$ cat src/hdl/sha_pkg.sv
// Shared types, constants and round functions of the SHA-256 hash engine.
// Used by sha_front, sha_back, sha_core and sha256_hash_engine; no dependencies.
`default_nettype none

package sha_pkg;

    typedef logic [31:0] word_t;
    typedef logic [15:0][31:0] block_t;
    typedef logic [7:0][31:0] hash_t;

    // One classified input item as it waits in the queue.
    typedef struct packed {
        logic [31:0] data;
        logic [2:0]  nbytes;
        logic        last;
    } item_t;

    // Control from the packer to the compression core.
    typedef struct packed {
        logic start;
        logic init;
    } core_ctrl_t;

    localparam int unsigned QueueDepth = 4;
    localparam logic [2:0] MaxBytes = 3'd4;

    localparam hash_t InitHash = {
        32'h5BE0CD19, 32'h1F83D9AB, 32'h9B05688C, 32'h510E527F,
        32'hA54FF53A, 32'h3C6EF372, 32'hBB67AE85, 32'h6A09E667
    };

    function automatic word_t ror32(input word_t x, input int unsigned n);
        return (x >> n) | (x << (32 - n));
    endfunction

    // Round constants.
    function automatic word_t round_k(input logic [5:0] t);
        word_t k;
        unique case (t)
            6'd0: k = 32'h428A2F98;  6'd1: k = 32'h71374491;
            6'd2: k = 32'hB5C0FBCF;  6'd3: k = 32'hE9B5DBA5;
            6'd4: k = 32'h3956C25B;  6'd5: k = 32'h59F111F1;
            6'd6: k = 32'h923F82A4;  6'd7: k = 32'hAB1C5ED5;
            6'd8: k = 32'hD807AA98;  6'd9: k = 32'h12835B01;
            6'd10: k = 32'h243185BE; 6'd11: k = 32'h550C7DC3;
            6'd12: k = 32'h72BE5D74; 6'd13: k = 32'h80DEB1FE;
            6'd14: k = 32'h9BDC06A7; 6'd15: k = 32'hC19BF174;
            6'd16: k = 32'hE49B69C1; 6'd17: k = 32'hEFBE4786;
            6'd18: k = 32'h0FC19DC6; 6'd19: k = 32'h240CA1CC;
            6'd20: k = 32'h2DE92C6F; 6'd21: k = 32'h4A7484AA;
            6'd22: k = 32'h5CB0A9DC; 6'd23: k = 32'h76F988DA;
            6'd24: k = 32'h983E5152; 6'd25: k = 32'hA831C66D;
            6'd26: k = 32'hB00327C8; 6'd27: k = 32'hBF597FC7;
            6'd28: k = 32'hC6E00BF3; 6'd29: k = 32'hD5A79147;
            6'd30: k = 32'h06CA6351; 6'd31: k = 32'h14292967;
            6'd32: k = 32'h27B70A85; 6'd33: k = 32'h2E1B2138;
            6'd34: k = 32'h4D2C6DFC; 6'd35: k = 32'h53380D13;
            6'd36: k = 32'h650A7354; 6'd37: k = 32'h766A0ABB;
            6'd38: k = 32'h81C2C92E; 6'd39: k = 32'h92722C85;
            6'd40: k = 32'hA2BFE8A1; 6'd41: k = 32'hA81A664B;
            6'd42: k = 32'hC24B8B70; 6'd43: k = 32'hC76C51A3;
            6'd44: k = 32'hD192E819; 6'd45: k = 32'hD6990624;
            6'd46: k = 32'hF40E3585; 6'd47: k = 32'h106AA070;
            6'd48: k = 32'h19A4C116; 6'd49: k = 32'h1E376C08;
            6'd50: k = 32'h2748774C; 6'd51: k = 32'h34B0BCB5;
            6'd52: k = 32'h391C0CB3; 6'd53: k = 32'h4ED8AA4A;
            6'd54: k = 32'h5B9CCA4F; 6'd55: k = 32'h682E6FF3;
            6'd56: k = 32'h748F82EE; 6'd57: k = 32'h78A5636F;
            6'd58: k = 32'h84C87814; 6'd59: k = 32'h8CC70208;
            6'd60: k = 32'h90BEFFFA; 6'd61: k = 32'hA4506CEB;
            6'd62: k = 32'hBEF9A3F7; 6'd63: k = 32'hC67178F2;
            default: k = 32'h0;
        endcase
        return k;
    endfunction

endpackage

`default_nettype wire

$ cat src/hdl/sha256_hash_engine.sv
// SHA-256 hash engine, top level: input queue front end and packing/compression back end.
// Depends on sha_pkg, sha_front and sha_back.
//
// Message words enter through a four-item queue; the back end takes one item
// per cycle while it is packing data and the core does not hold back a full
// block, and packs its bytes into 16-word blocks. Each full block runs 64
// rounds in the core, one round per cycle, after the block is loaded and
// before the chaining value is added; packing of the next block goes on while
// the core runs. The last item adds three to eighteen padding and length words,
// which can need a second compression, and then the eight digest words,
// index 0 first, wait on the result side until popped.
`default_nettype none

module sha256_hash_engine
    import sha_pkg::*;
(
    input  wire logic        clk,
    input  wire logic        rst_n,
    input  wire logic        push,
    output logic             full,
    input  wire logic [31:0] data_word,
    input  wire logic [2:0]  valid_bytes,
    input  wire logic        last_item,
    output logic             empty,
    input  wire logic        pop,
    output logic [31:0]      digest_word,
    output logic [2:0]       word_index,
    output logic             last_word
);

    logic  q_valid;
    item_t q_item;
    logic  q_pop;

    sha_front u_front (
        .clk         (clk),
        .rst_n       (rst_n),
        .push        (push),
        .full        (full),
        .data_word   (data_word),
        .valid_bytes (valid_bytes),
        .last_item   (last_item),
        .q_valid     (q_valid),
        .q_item      (q_item),
        .q_pop       (q_pop)
    );

    sha_back u_back (
        .clk         (clk),
        .rst_n       (rst_n),
        .q_valid     (q_valid),
        .q_item      (q_item),
        .q_pop       (q_pop),
        .empty       (empty),
        .pop         (pop),
        .digest_word (digest_word),
        .word_index  (word_index),
        .last_word   (last_word)
    );

endmodule

`default_nettype wire

$ cat src/hdl/sha_front.sv
// Front end of the SHA-256 hash engine: classifies input items and queues them.
// Depends on sha_pkg.
`default_nettype none

module sha_front
    import sha_pkg::*;
(
    input  wire logic        clk,
    input  wire logic        rst_n,
    input  wire logic        push,
    output logic             full,
    input  wire logic [31:0] data_word,
    input  wire logic [2:0]  valid_bytes,
    input  wire logic        last_item,
    output logic             q_valid,
    output item_t            q_item,
    input  wire logic        q_pop
);

    localparam int unsigned PtrW = $clog2(QueueDepth);

    item_t            q_reg [QueueDepth];
    logic [PtrW-1:0]  wr_ptr_reg;
    logic [PtrW-1:0]  rd_ptr_reg;
    logic [PtrW:0]    count_reg;
    logic [2:0]       nbytes;
    logic [31:0]      mask;
    logic             do_push;
    logic             do_pop;

    // Clamp the byte count and clear the bytes that are not valid.
    always_comb
    begin
        nbytes = (valid_bytes > MaxBytes) ? MaxBytes : valid_bytes;
        mask   = ~(32'hFFFF_FFFF >> {nbytes, 3'b000});
    end

    assign full    = (count_reg == (PtrW+1)'(QueueDepth));
    assign q_valid = (count_reg != '0);
    assign q_item  = q_reg[rd_ptr_reg];
    assign do_push = push && !full;
    assign do_pop  = q_pop && q_valid;

    // Queue storage holds payload only.
    always_ff @(posedge clk)
    begin
        if (do_push)
        begin
            q_reg[wr_ptr_reg] <= '{data: data_word & mask, nbytes: nbytes, last: last_item};
        end
    end

    // Queue pointers and fill count.
    always_ff @(posedge clk or negedge rst_n)
    begin
        if (!rst_n)
        begin
            wr_ptr_reg <= '0;
            rd_ptr_reg <= '0;
            count_reg  <= '0;
        end
        else
        begin
            if (do_push)
            begin
                wr_ptr_reg <= wr_ptr_reg + 1'b1;
            end
            if (do_pop)
            begin
                rd_ptr_reg <= rd_ptr_reg + 1'b1;
            end
            if (do_push && !do_pop)
            begin
                count_reg <= count_reg + 1'b1;
            end
            else if (do_pop && !do_push)
            begin
                count_reg <= count_reg - 1'b1;
            end
        end
    end

endmodule

`default_nettype wire

$ cat src/hdl/sha_core.sv
// SHA-256 compression core: 64 rounds, one per cycle, with a rolling schedule.
// Depends on sha_pkg.
`default_nettype none

module sha_core
    import sha_pkg::*;
(
    input  wire logic       clk,
    input  wire logic       rst_n,
    input  wire core_ctrl_t ctrl,
    input  wire block_t     block,
    output logic            busy,
    output hash_t           hash
);

    hash_t      hash_reg;
    hash_t      work_reg;
    block_t     w_reg;
    logic [5:0] rnd_reg;
    logic       busy_reg;
    logic       add_reg;
    word_t      t1;
    word_t      t2;
    word_t      w_new;
    word_t      a, b, c, d, e, f, g, h;

    // One round and one schedule word.
    always_comb
    begin
        a = work_reg[0]; b = work_reg[1]; c = work_reg[2]; d = work_reg[3];
        e = work_reg[4]; f = work_reg[5]; g = work_reg[6]; h = work_reg[7];
        t1 = h + (ror32(e, 6) ^ ror32(e, 11) ^ ror32(e, 25)) + ((e & f) ^ (~e & g))
           + round_k(rnd_reg) + w_reg[0];
        t2 = (ror32(a, 2) ^ ror32(a, 13) ^ ror32(a, 22)) + ((a & b) ^ (a & c) ^ (b & c));
        w_new = w_reg[0]
              + (ror32(w_reg[1], 7) ^ ror32(w_reg[1], 18) ^ (w_reg[1] >> 3))
              + w_reg[9]
              + (ror32(w_reg[14], 17) ^ ror32(w_reg[14], 19) ^ (w_reg[14] >> 10));
    end

    assign busy = busy_reg;
    assign hash = hash_reg;

    // Round sequencer, working variables and chaining value.
    always_ff @(posedge clk or negedge rst_n)
    begin
        if (!rst_n)
        begin
            hash_reg <= InitHash;
            work_reg <= '0;
            w_reg    <= '0;
            rnd_reg  <= '0;
            busy_reg <= 1'b0;
            add_reg  <= 1'b0;
        end
        else if (ctrl.start)
        begin
            work_reg <= hash_reg;
            w_reg    <= block;
            rnd_reg  <= '0;
            busy_reg <= 1'b1;
        end
        else if (add_reg)
        begin
            for (int i = 0; i < 8; i++)
            begin
                hash_reg[i] <= hash_reg[i] + work_reg[i];
            end
            add_reg  <= 1'b0;
            busy_reg <= 1'b0;
        end
        else if (busy_reg)
        begin
            work_reg <= {g, f, e, d + t1, c, b, a, t1 + t2};
            w_reg    <= {w_new, w_reg[15:1]};
            rnd_reg  <= rnd_reg + 1'b1;
            add_reg  <= (rnd_reg == 6'd63);
        end
        else if (ctrl.init)
        begin
            hash_reg <= InitHash;
        end
    end

endmodule

`default_nettype wire

$ cat src/hdl/sha_back.sv
// Back end of the SHA-256 hash engine: packs bytes, pads, drives the core, holds the digest.
// Depends on sha_pkg and sha_core.
`default_nettype none

module sha_back
    import sha_pkg::*;
(
    input  wire logic  clk,
    input  wire logic  rst_n,
    input  wire logic  q_valid,
    input  wire item_t q_item,
    output logic       q_pop,
    output logic       empty,
    input  wire logic  pop,
    output logic [31:0] digest_word,
    output logic [2:0]  word_index,
    output logic        last_word
);

    typedef enum logic [2:0] {
        ST_DATA, ST_PAD, ST_ZERO, ST_LENHI, ST_LENLO, ST_FIN
    } state_t;

    state_t      state_reg, state_next;
    logic [60:0] cnt_reg, cnt_next, cnt_sum;
    logic [23:0] pend_reg, pend_next;
    logic [63:0] len_reg, len_next;
    block_t      blk_reg;
    block_t      blk_shift;
    hash_t       out_reg;
    logic [2:0]  out_idx_reg;
    logic        out_valid_reg;
    logic        core_busy;
    hash_t       core_hash;
    core_ctrl_t  ctrl;
    logic [3:0]  idx;
    logic [1:0]  pc;
    logic [2:0]  total;
    logic [55:0] comb;
    word_t       pad_word;
    logic        blocked;
    logic        wr_en;
    word_t       wr_word;
    logic        fin;

    sha_core u_core (
        .clk   (clk),
        .rst_n (rst_n),
        .ctrl  (ctrl),
        .block (blk_shift),
        .busy  (core_busy),
        .hash  (core_hash)
    );

    // Byte merge of the pending bytes with the new item.
    always_comb
    begin
        idx      = cnt_reg[5:2];
        pc       = cnt_reg[1:0];
        total    = {1'b0, pc} + q_item.nbytes;
        comb     = {pend_reg, 32'h0} | ({q_item.data, 24'h0} >> {pc, 3'b000});
        pad_word = {pend_reg, 8'h00} | (32'h8000_0000 >> {pc, 3'b000});
        blocked  = (idx == 4'd15) && core_busy;
        cnt_sum  = cnt_reg + 61'(q_item.nbytes);
    end

    // Packing and padding sequence.
    always_comb
    begin
        state_next = state_reg;
        cnt_next   = cnt_reg;
        pend_next  = pend_reg;
        len_next   = len_reg;
        wr_en      = 1'b0;
        wr_word    = '0;
        q_pop      = 1'b0;
        fin        = 1'b0;
        unique case (state_reg)
            ST_DATA:
            begin
                if (q_valid && !(total[2] && blocked))
                begin
                    q_pop     = 1'b1;
                    wr_en     = total[2];
                    wr_word   = comb[55:24];
                    pend_next = total[2] ? comb[23:0] : comb[55:32];
                    cnt_next  = cnt_sum;
                    if (q_item.last)
                    begin
                        len_next   = {cnt_sum, 3'b000};
                        state_next = ST_PAD;
                    end
                end
            end
            ST_PAD:
            begin
                if (!blocked)
                begin
                    wr_en      = 1'b1;
                    wr_word    = pad_word;
                    pend_next  = '0;
                    cnt_next   = {cnt_reg[60:2] + 1'b1, 2'b00};
                    state_next = (idx == 4'd13) ? ST_LENHI : ST_ZERO;
                end
            end
            ST_ZERO:
            begin
                if (!blocked)
                begin
                    wr_en      = 1'b1;
                    cnt_next   = cnt_reg + 61'd4;
                    state_next = (idx == 4'd13) ? ST_LENHI : ST_ZERO;
                end
            end
            ST_LENHI:
            begin
                wr_en      = 1'b1;
                wr_word    = len_reg[63:32];
                cnt_next   = cnt_reg + 61'd4;
                state_next = ST_LENLO;
            end
            ST_LENLO:
            begin
                if (!blocked)
                begin
                    wr_en      = 1'b1;
                    wr_word    = len_reg[31:0];
                    cnt_next   = cnt_reg + 61'd4;
                    state_next = ST_FIN;
                end
            end
            ST_FIN:
            begin
                if (!core_busy && !out_valid_reg)
                begin
                    fin        = 1'b1;
                    cnt_next   = '0;
                    pend_next  = '0;
                    state_next = ST_DATA;
                end
            end
            default:
            begin
                state_next = ST_DATA;
            end
        endcase
    end

    // A full block goes to the core as its sixteenth word arrives.
    assign blk_shift = {wr_word, blk_reg[15:1]};
    assign ctrl      = '{start: wr_en && (idx == 4'd15), init: fin};

    assign empty       = !out_valid_reg;
    assign digest_word = out_reg[out_idx_reg];
    assign word_index  = out_idx_reg;
    assign last_word   = (out_idx_reg == 3'd7);

    // Block words and digest words carry no reset.
    always_ff @(posedge clk)
    begin
        if (wr_en)
        begin
            blk_reg <= blk_shift;
        end
        if (fin)
        begin
            out_reg <= core_hash;
        end
    end

    // State, counters and output status.
    always_ff @(posedge clk or negedge rst_n)
    begin
        if (!rst_n)
        begin
            state_reg     <= ST_DATA;
            cnt_reg       <= '0;
            pend_reg      <= '0;
            len_reg       <= '0;
            out_idx_reg   <= '0;
            out_valid_reg <= 1'b0;
        end
        else
        begin
            state_reg <= state_next;
            cnt_reg   <= cnt_next;
            pend_reg  <= pend_next;
            len_reg   <= len_next;
            if (fin)
            begin
                out_valid_reg <= 1'b1;
                out_idx_reg   <= '0;
            end
            else if (pop && out_valid_reg)
            begin
                out_idx_reg <= out_idx_reg + 1'b1;
                if (out_idx_reg == 3'd7)
                begin
                    out_valid_reg <= 1'b0;
                end
            end
        end
    end

`ifndef SYNTHESIS
    // The core is never restarted while it still works on a block.
    assert property (@(posedge clk) disable iff (!rst_n) ctrl.start |-> !core_busy)
        else $error("core started while busy");
    // A digest appears only out of the finishing state.
    assert property (@(posedge clk) disable iff (!rst_n)
        $rose(out_valid_reg) |-> $past(state_reg == ST_FIN))
        else $error("digest shown outside finish");
    // Zero and length words are always word aligned.
    assert property (@(posedge clk) disable iff (!rst_n)
        (state_reg == ST_ZERO || state_reg == ST_LENHI || state_reg == ST_LENLO)
        |-> cnt_reg[1:0] == 2'b00)
        else $error("padding word misaligned");
    // The low length word always closes a block.
    assert property (@(posedge clk) disable iff (!rst_n)
        state_reg == ST_LENLO |-> cnt_reg[5:2] == 4'd15)
        else $error("length word at wrong position");
`endif

endmodule

`default_nettype wire
$ cat config.mk
export PLATFORM = sky130hd
export DESIGN_NAME = sha256_hash_engine
export DESIGN_NICKNAME = d
export VERILOG_FILES = /design/src/hdl/sha_pkg.sv /design/src/hdl/sha256_hash_engine.sv /design/src/hdl/sha_front.sv /design/src/hdl/sha_core.sv /design/src/hdl/sha_back.sv
export SDC_FILE = /design/constraint.sdc
export NUM_CORES = 2
export LEC_CHECK = 0
export ABC_AREA = 1
export BUFFER_PORTS_ARGS = -buffer_cell sky130_fd_sc_hd__buf_2
export CORE_MARGIN = 3
export CORE_UTILIZATION = 50
export CTS_CLUSTER_DIAMETER = 40
export DETAILED_ROUTE_END_ITERATION = 6
export PLACE_DENSITY = 0.74
export REMOVE_ABC_BUFFERS = 1
export SLEW_MARGIN = 40
export SYNTH_ARGS = -nofsm -noshare
export SYNTH_HDL_FRONTEND = slang
export SYNTH_SLANG_ARGS = --single-unit
$ cat constraint.sdc
create_clock -name clk -period 21.1 [get_ports clk]
set_input_delay 0 -clock clk [delete_from_list [all_inputs] [get_ports clk]]
set_output_delay 0 -clock clk [all_outputs]
set_load 0.03 [all_outputs]
==> results by group <==
Yosys
  • Mapped Cells: 13400
  • Synth Cell Area: 117000 sq um
  • Dominant cells by area after synthesis: dfrtp_1, edfxtp_1, o21ai_0
  • EDFF count, synth: 880
  • Number of synthesized register bits: just over 2000
  • Syn_area_per_cell: roughly 8.7 sq um
  • Synth Flop Type: dfrtp_1
  • Cell taking the most area after synthesis: dfrtp_1
  • Seq/Total Area, Yosys: 0.483
  • FFs w/ async S/R, synth: 0.575
  • Post-synth top area share: 0.226
  • Ys Warns: 0
  • Distinct cells, synth: 64

CTS
  • Clock slew at reported path FFs: 0.05 ns
  • Longest Clk Path Bufs: 4
  • Setup Buffers After CTS: 0
  • CTS tree: yes
  • H-tree depth: 5
  • Root buf cell: clkbuf_16
  • Clock Sinks: 2072
  • Later-pin clock latency in the skew report: 0.96 ns
  • CTS buffer count: 320

Detailed routing
  • Metal2 WL: 174000 um
  • Routed wire length: 417000 um
  • Via count: 101000
  • Met1 Wirelength: 172000 um
  • ANT nets after route: 0
  • Initial DRT Pass Iterations: 6
  • Met3 wire length: 48100 um
  • Vias/cell: 6.04
  • DRC Markers: 0
  • Drt wl/cell: 25.0 um
  • Top Metal Used: met5
  • DRT iter0 DRCs: 12700

Floorplanning
  • Die area: 240000 sq um
  • Initial core utilization: 0.506
  • Num ports: 78
  • Die height: 490 um
  • Core area: 231000 sq um
  • Die width: 490 um
  • # rows: 176

Final layout
  • FF/Latch Area: 56400 sq um
  • Synth-to-Final Area Change: 12.6%
  • Final net count: 14000
  • Max FFs per register: 512
  • Most frequent cells in the layout: o21ai_0, nand2_1, inv_1, nor2_1, dfrtp_1
  • Fillers: 20200
  • Area of the multi-input gates: ~52000 sq um
  • Commonest non-fill, non-tap cell in the layout: o21ai_0
  • Layout cells sized above 1: 0.0695

GRT
  • Global-route wire length before repair: 619000 um
  • GRT Total Usage: 0.343
  • Vias in the first global route: ~96000
  • Total congestion overflow: 0
  • Initial antenna violation count: 22
  • Largest net degree at the start of global routing: about 270

Run status
  • Status: finished, final reports clean

Worst setup path
  • Crit path launch type: register
  • WP buf/inv: 2
  • Crit path required time: 21.85 ns
  • Nature of the critical path endpoint: register
  • Family with the most delay on the worst path: compound AO/OA/AOI/OAI gates
  • CP arrival: 9.22 ns
  • CP Class: register to register
  • Max incr delay on CP: 0.77 ns
  • Crit-path slowest cell: dfrtp_1
  • Crit Path Max Fanout: 14

Timing
  • Setup TNS: 0 ns
  • Max Slew Vio Count: 0
  • Worst-margin pin slew: between 1 and 1.5 ns
  • Slew margin rel.: 0.255
  • Final setup vio count: 0
  • Worst Skew: 0.0848 ns
  • Final hold violations: 0
  • Fin crit share: 0.402
  • F_max: 118 MHz
  • RSZ-0062 raised after global routing: no
  • Post-layout min period: 8.47 ns

Placed design
  • Final Wtd Congestion: 1.04
  • Hpwl dp: 298000 um
  • IO buf count: 77

Min path
  • Worst hold path type: input port to register

Job
  • Max-cap violations: 0
-- metal layers --
layer,vias up,GRT usage
met1,48600,0.486
met4,18,0.162
li1,45300,-
met3,1103,0.0913
met2,5641,0.488
met5,-,0.00443
-- final timing paths --
path	from	to	slack [ns]	cells after the start
max in group asynchronous	rst_n	u_back.u_core.f[7]	18.39	7
min	data_word[13]	u_front.q_reg[3][17]	0.04	4
max reg2reg	u_back.u_core.rnd_reg[1]	u_back.u_core.a[19]	12.63	29
min in group asynchronous	rst_n	u_back.u_core.w_reg[357]	0.26	4
min reg2reg	u_back.blk_reg[238]	u_back.blk_reg[206]	0.41	0
max	u_back.u_core.rnd_reg[1]	u_back.u_core.a[19]	12.63	29
-- metrics by stage --
stage	setup WS, ns	instance area (sq um)	util	hold WS (ns)	std cells
after floorplan	-14.72	114000	-	-0.296	12700
after global placement	12.69	119000	0.517	0.0276	16000
after detailed placement	13.04	120000	0.519	0.0323	16000
after CTS	12.97	131000	0.569	0.00354	16600
after global routing	12.11	132000	0.570	0.0568	16600
final	12.63	132000	0.570	0.0396	16600
-- tightest hold or removal path, stage by stage --
cell and delay (ns):
dlygate4sd3_1 0.56, buf_2 0.13, inv_1 0.04, nor2_1 0.07
-- timing repair --
item                                    4_1_cts  5_1_grt
endpoints found under the hold margin       437        0
endpoints found under the setup margin        0        0
hold buffers                                 76        0
gates resized for setup                       0        0
-- cells by family (layout without fill, tap and decap cells) --
| group | Yosys count | in the layout | share of synthesized area |
|---|---|---|---|
| fa+ha+maj | 606 | 606 | 0.0776 |
| simple gates | 3848 | 3848 | 0.134 |
| xor+xnor | 649 | 649 | 0.0487 |
| mux | 2 | 2 | 0.000182 |
| flops | 2072 | 2072 | 0.483 |
| other cells | 0 | 11 | 0 |
| compound gates | 3959 | 3959 | 0.182 |
| buf+inv | 2282 | 2469 | 0.0751 |
-- synthesized netlist by cell type, types with 10 or more instances --
cell type	number
a211oi_1	10
a21boi_0	31
a21o_1	52
a21oi_1	807
a221oi_1	24
a22oi_1	10
a31oi_1	82
buf_1	28
buf_2	125
buf_4	15
clkbuf_1	506
dfrtp_1	1056
dfstp_2	136
edfxtp_1	880
fa_1	199
ha_1	407
inv_1	1593
nand2_1	1978
nand3_1	466
nand3b_1	17
nand4_1	108
nor2_1	1097
nor3_1	124
nor4_1	29
o211ai_1	72
o21a_1	19
o21ai_0	2218
o21ai_1	374
o21bai_1	50
o221ai_1	43
o22a_1	37
o22ai_1	58
o311ai_0	21
o31ai_1	17
xnor2_1	277
xor2_1	371
-- area by class of cell --
| cell class | instances | share of cell area |
|---|---|---|
| timing repair buffer | 290 | 0.0207 |
| sequential | 2072 | 0.428 |
| tap | 3026 | 0.0287 |
| clock buffer | 385 | 0.0656 |
| antenna | 11 | 0.000209 |
| inverter | 1607 | 0.0460 |
| clock inverter | 187 | 0.0160 |
| multi-input combinational | 9064 | 0.394 |
Power is left out: the tool's default activity adds up to more than one toggle a clock period on the data nets, which glitch-free logic cannot reach.
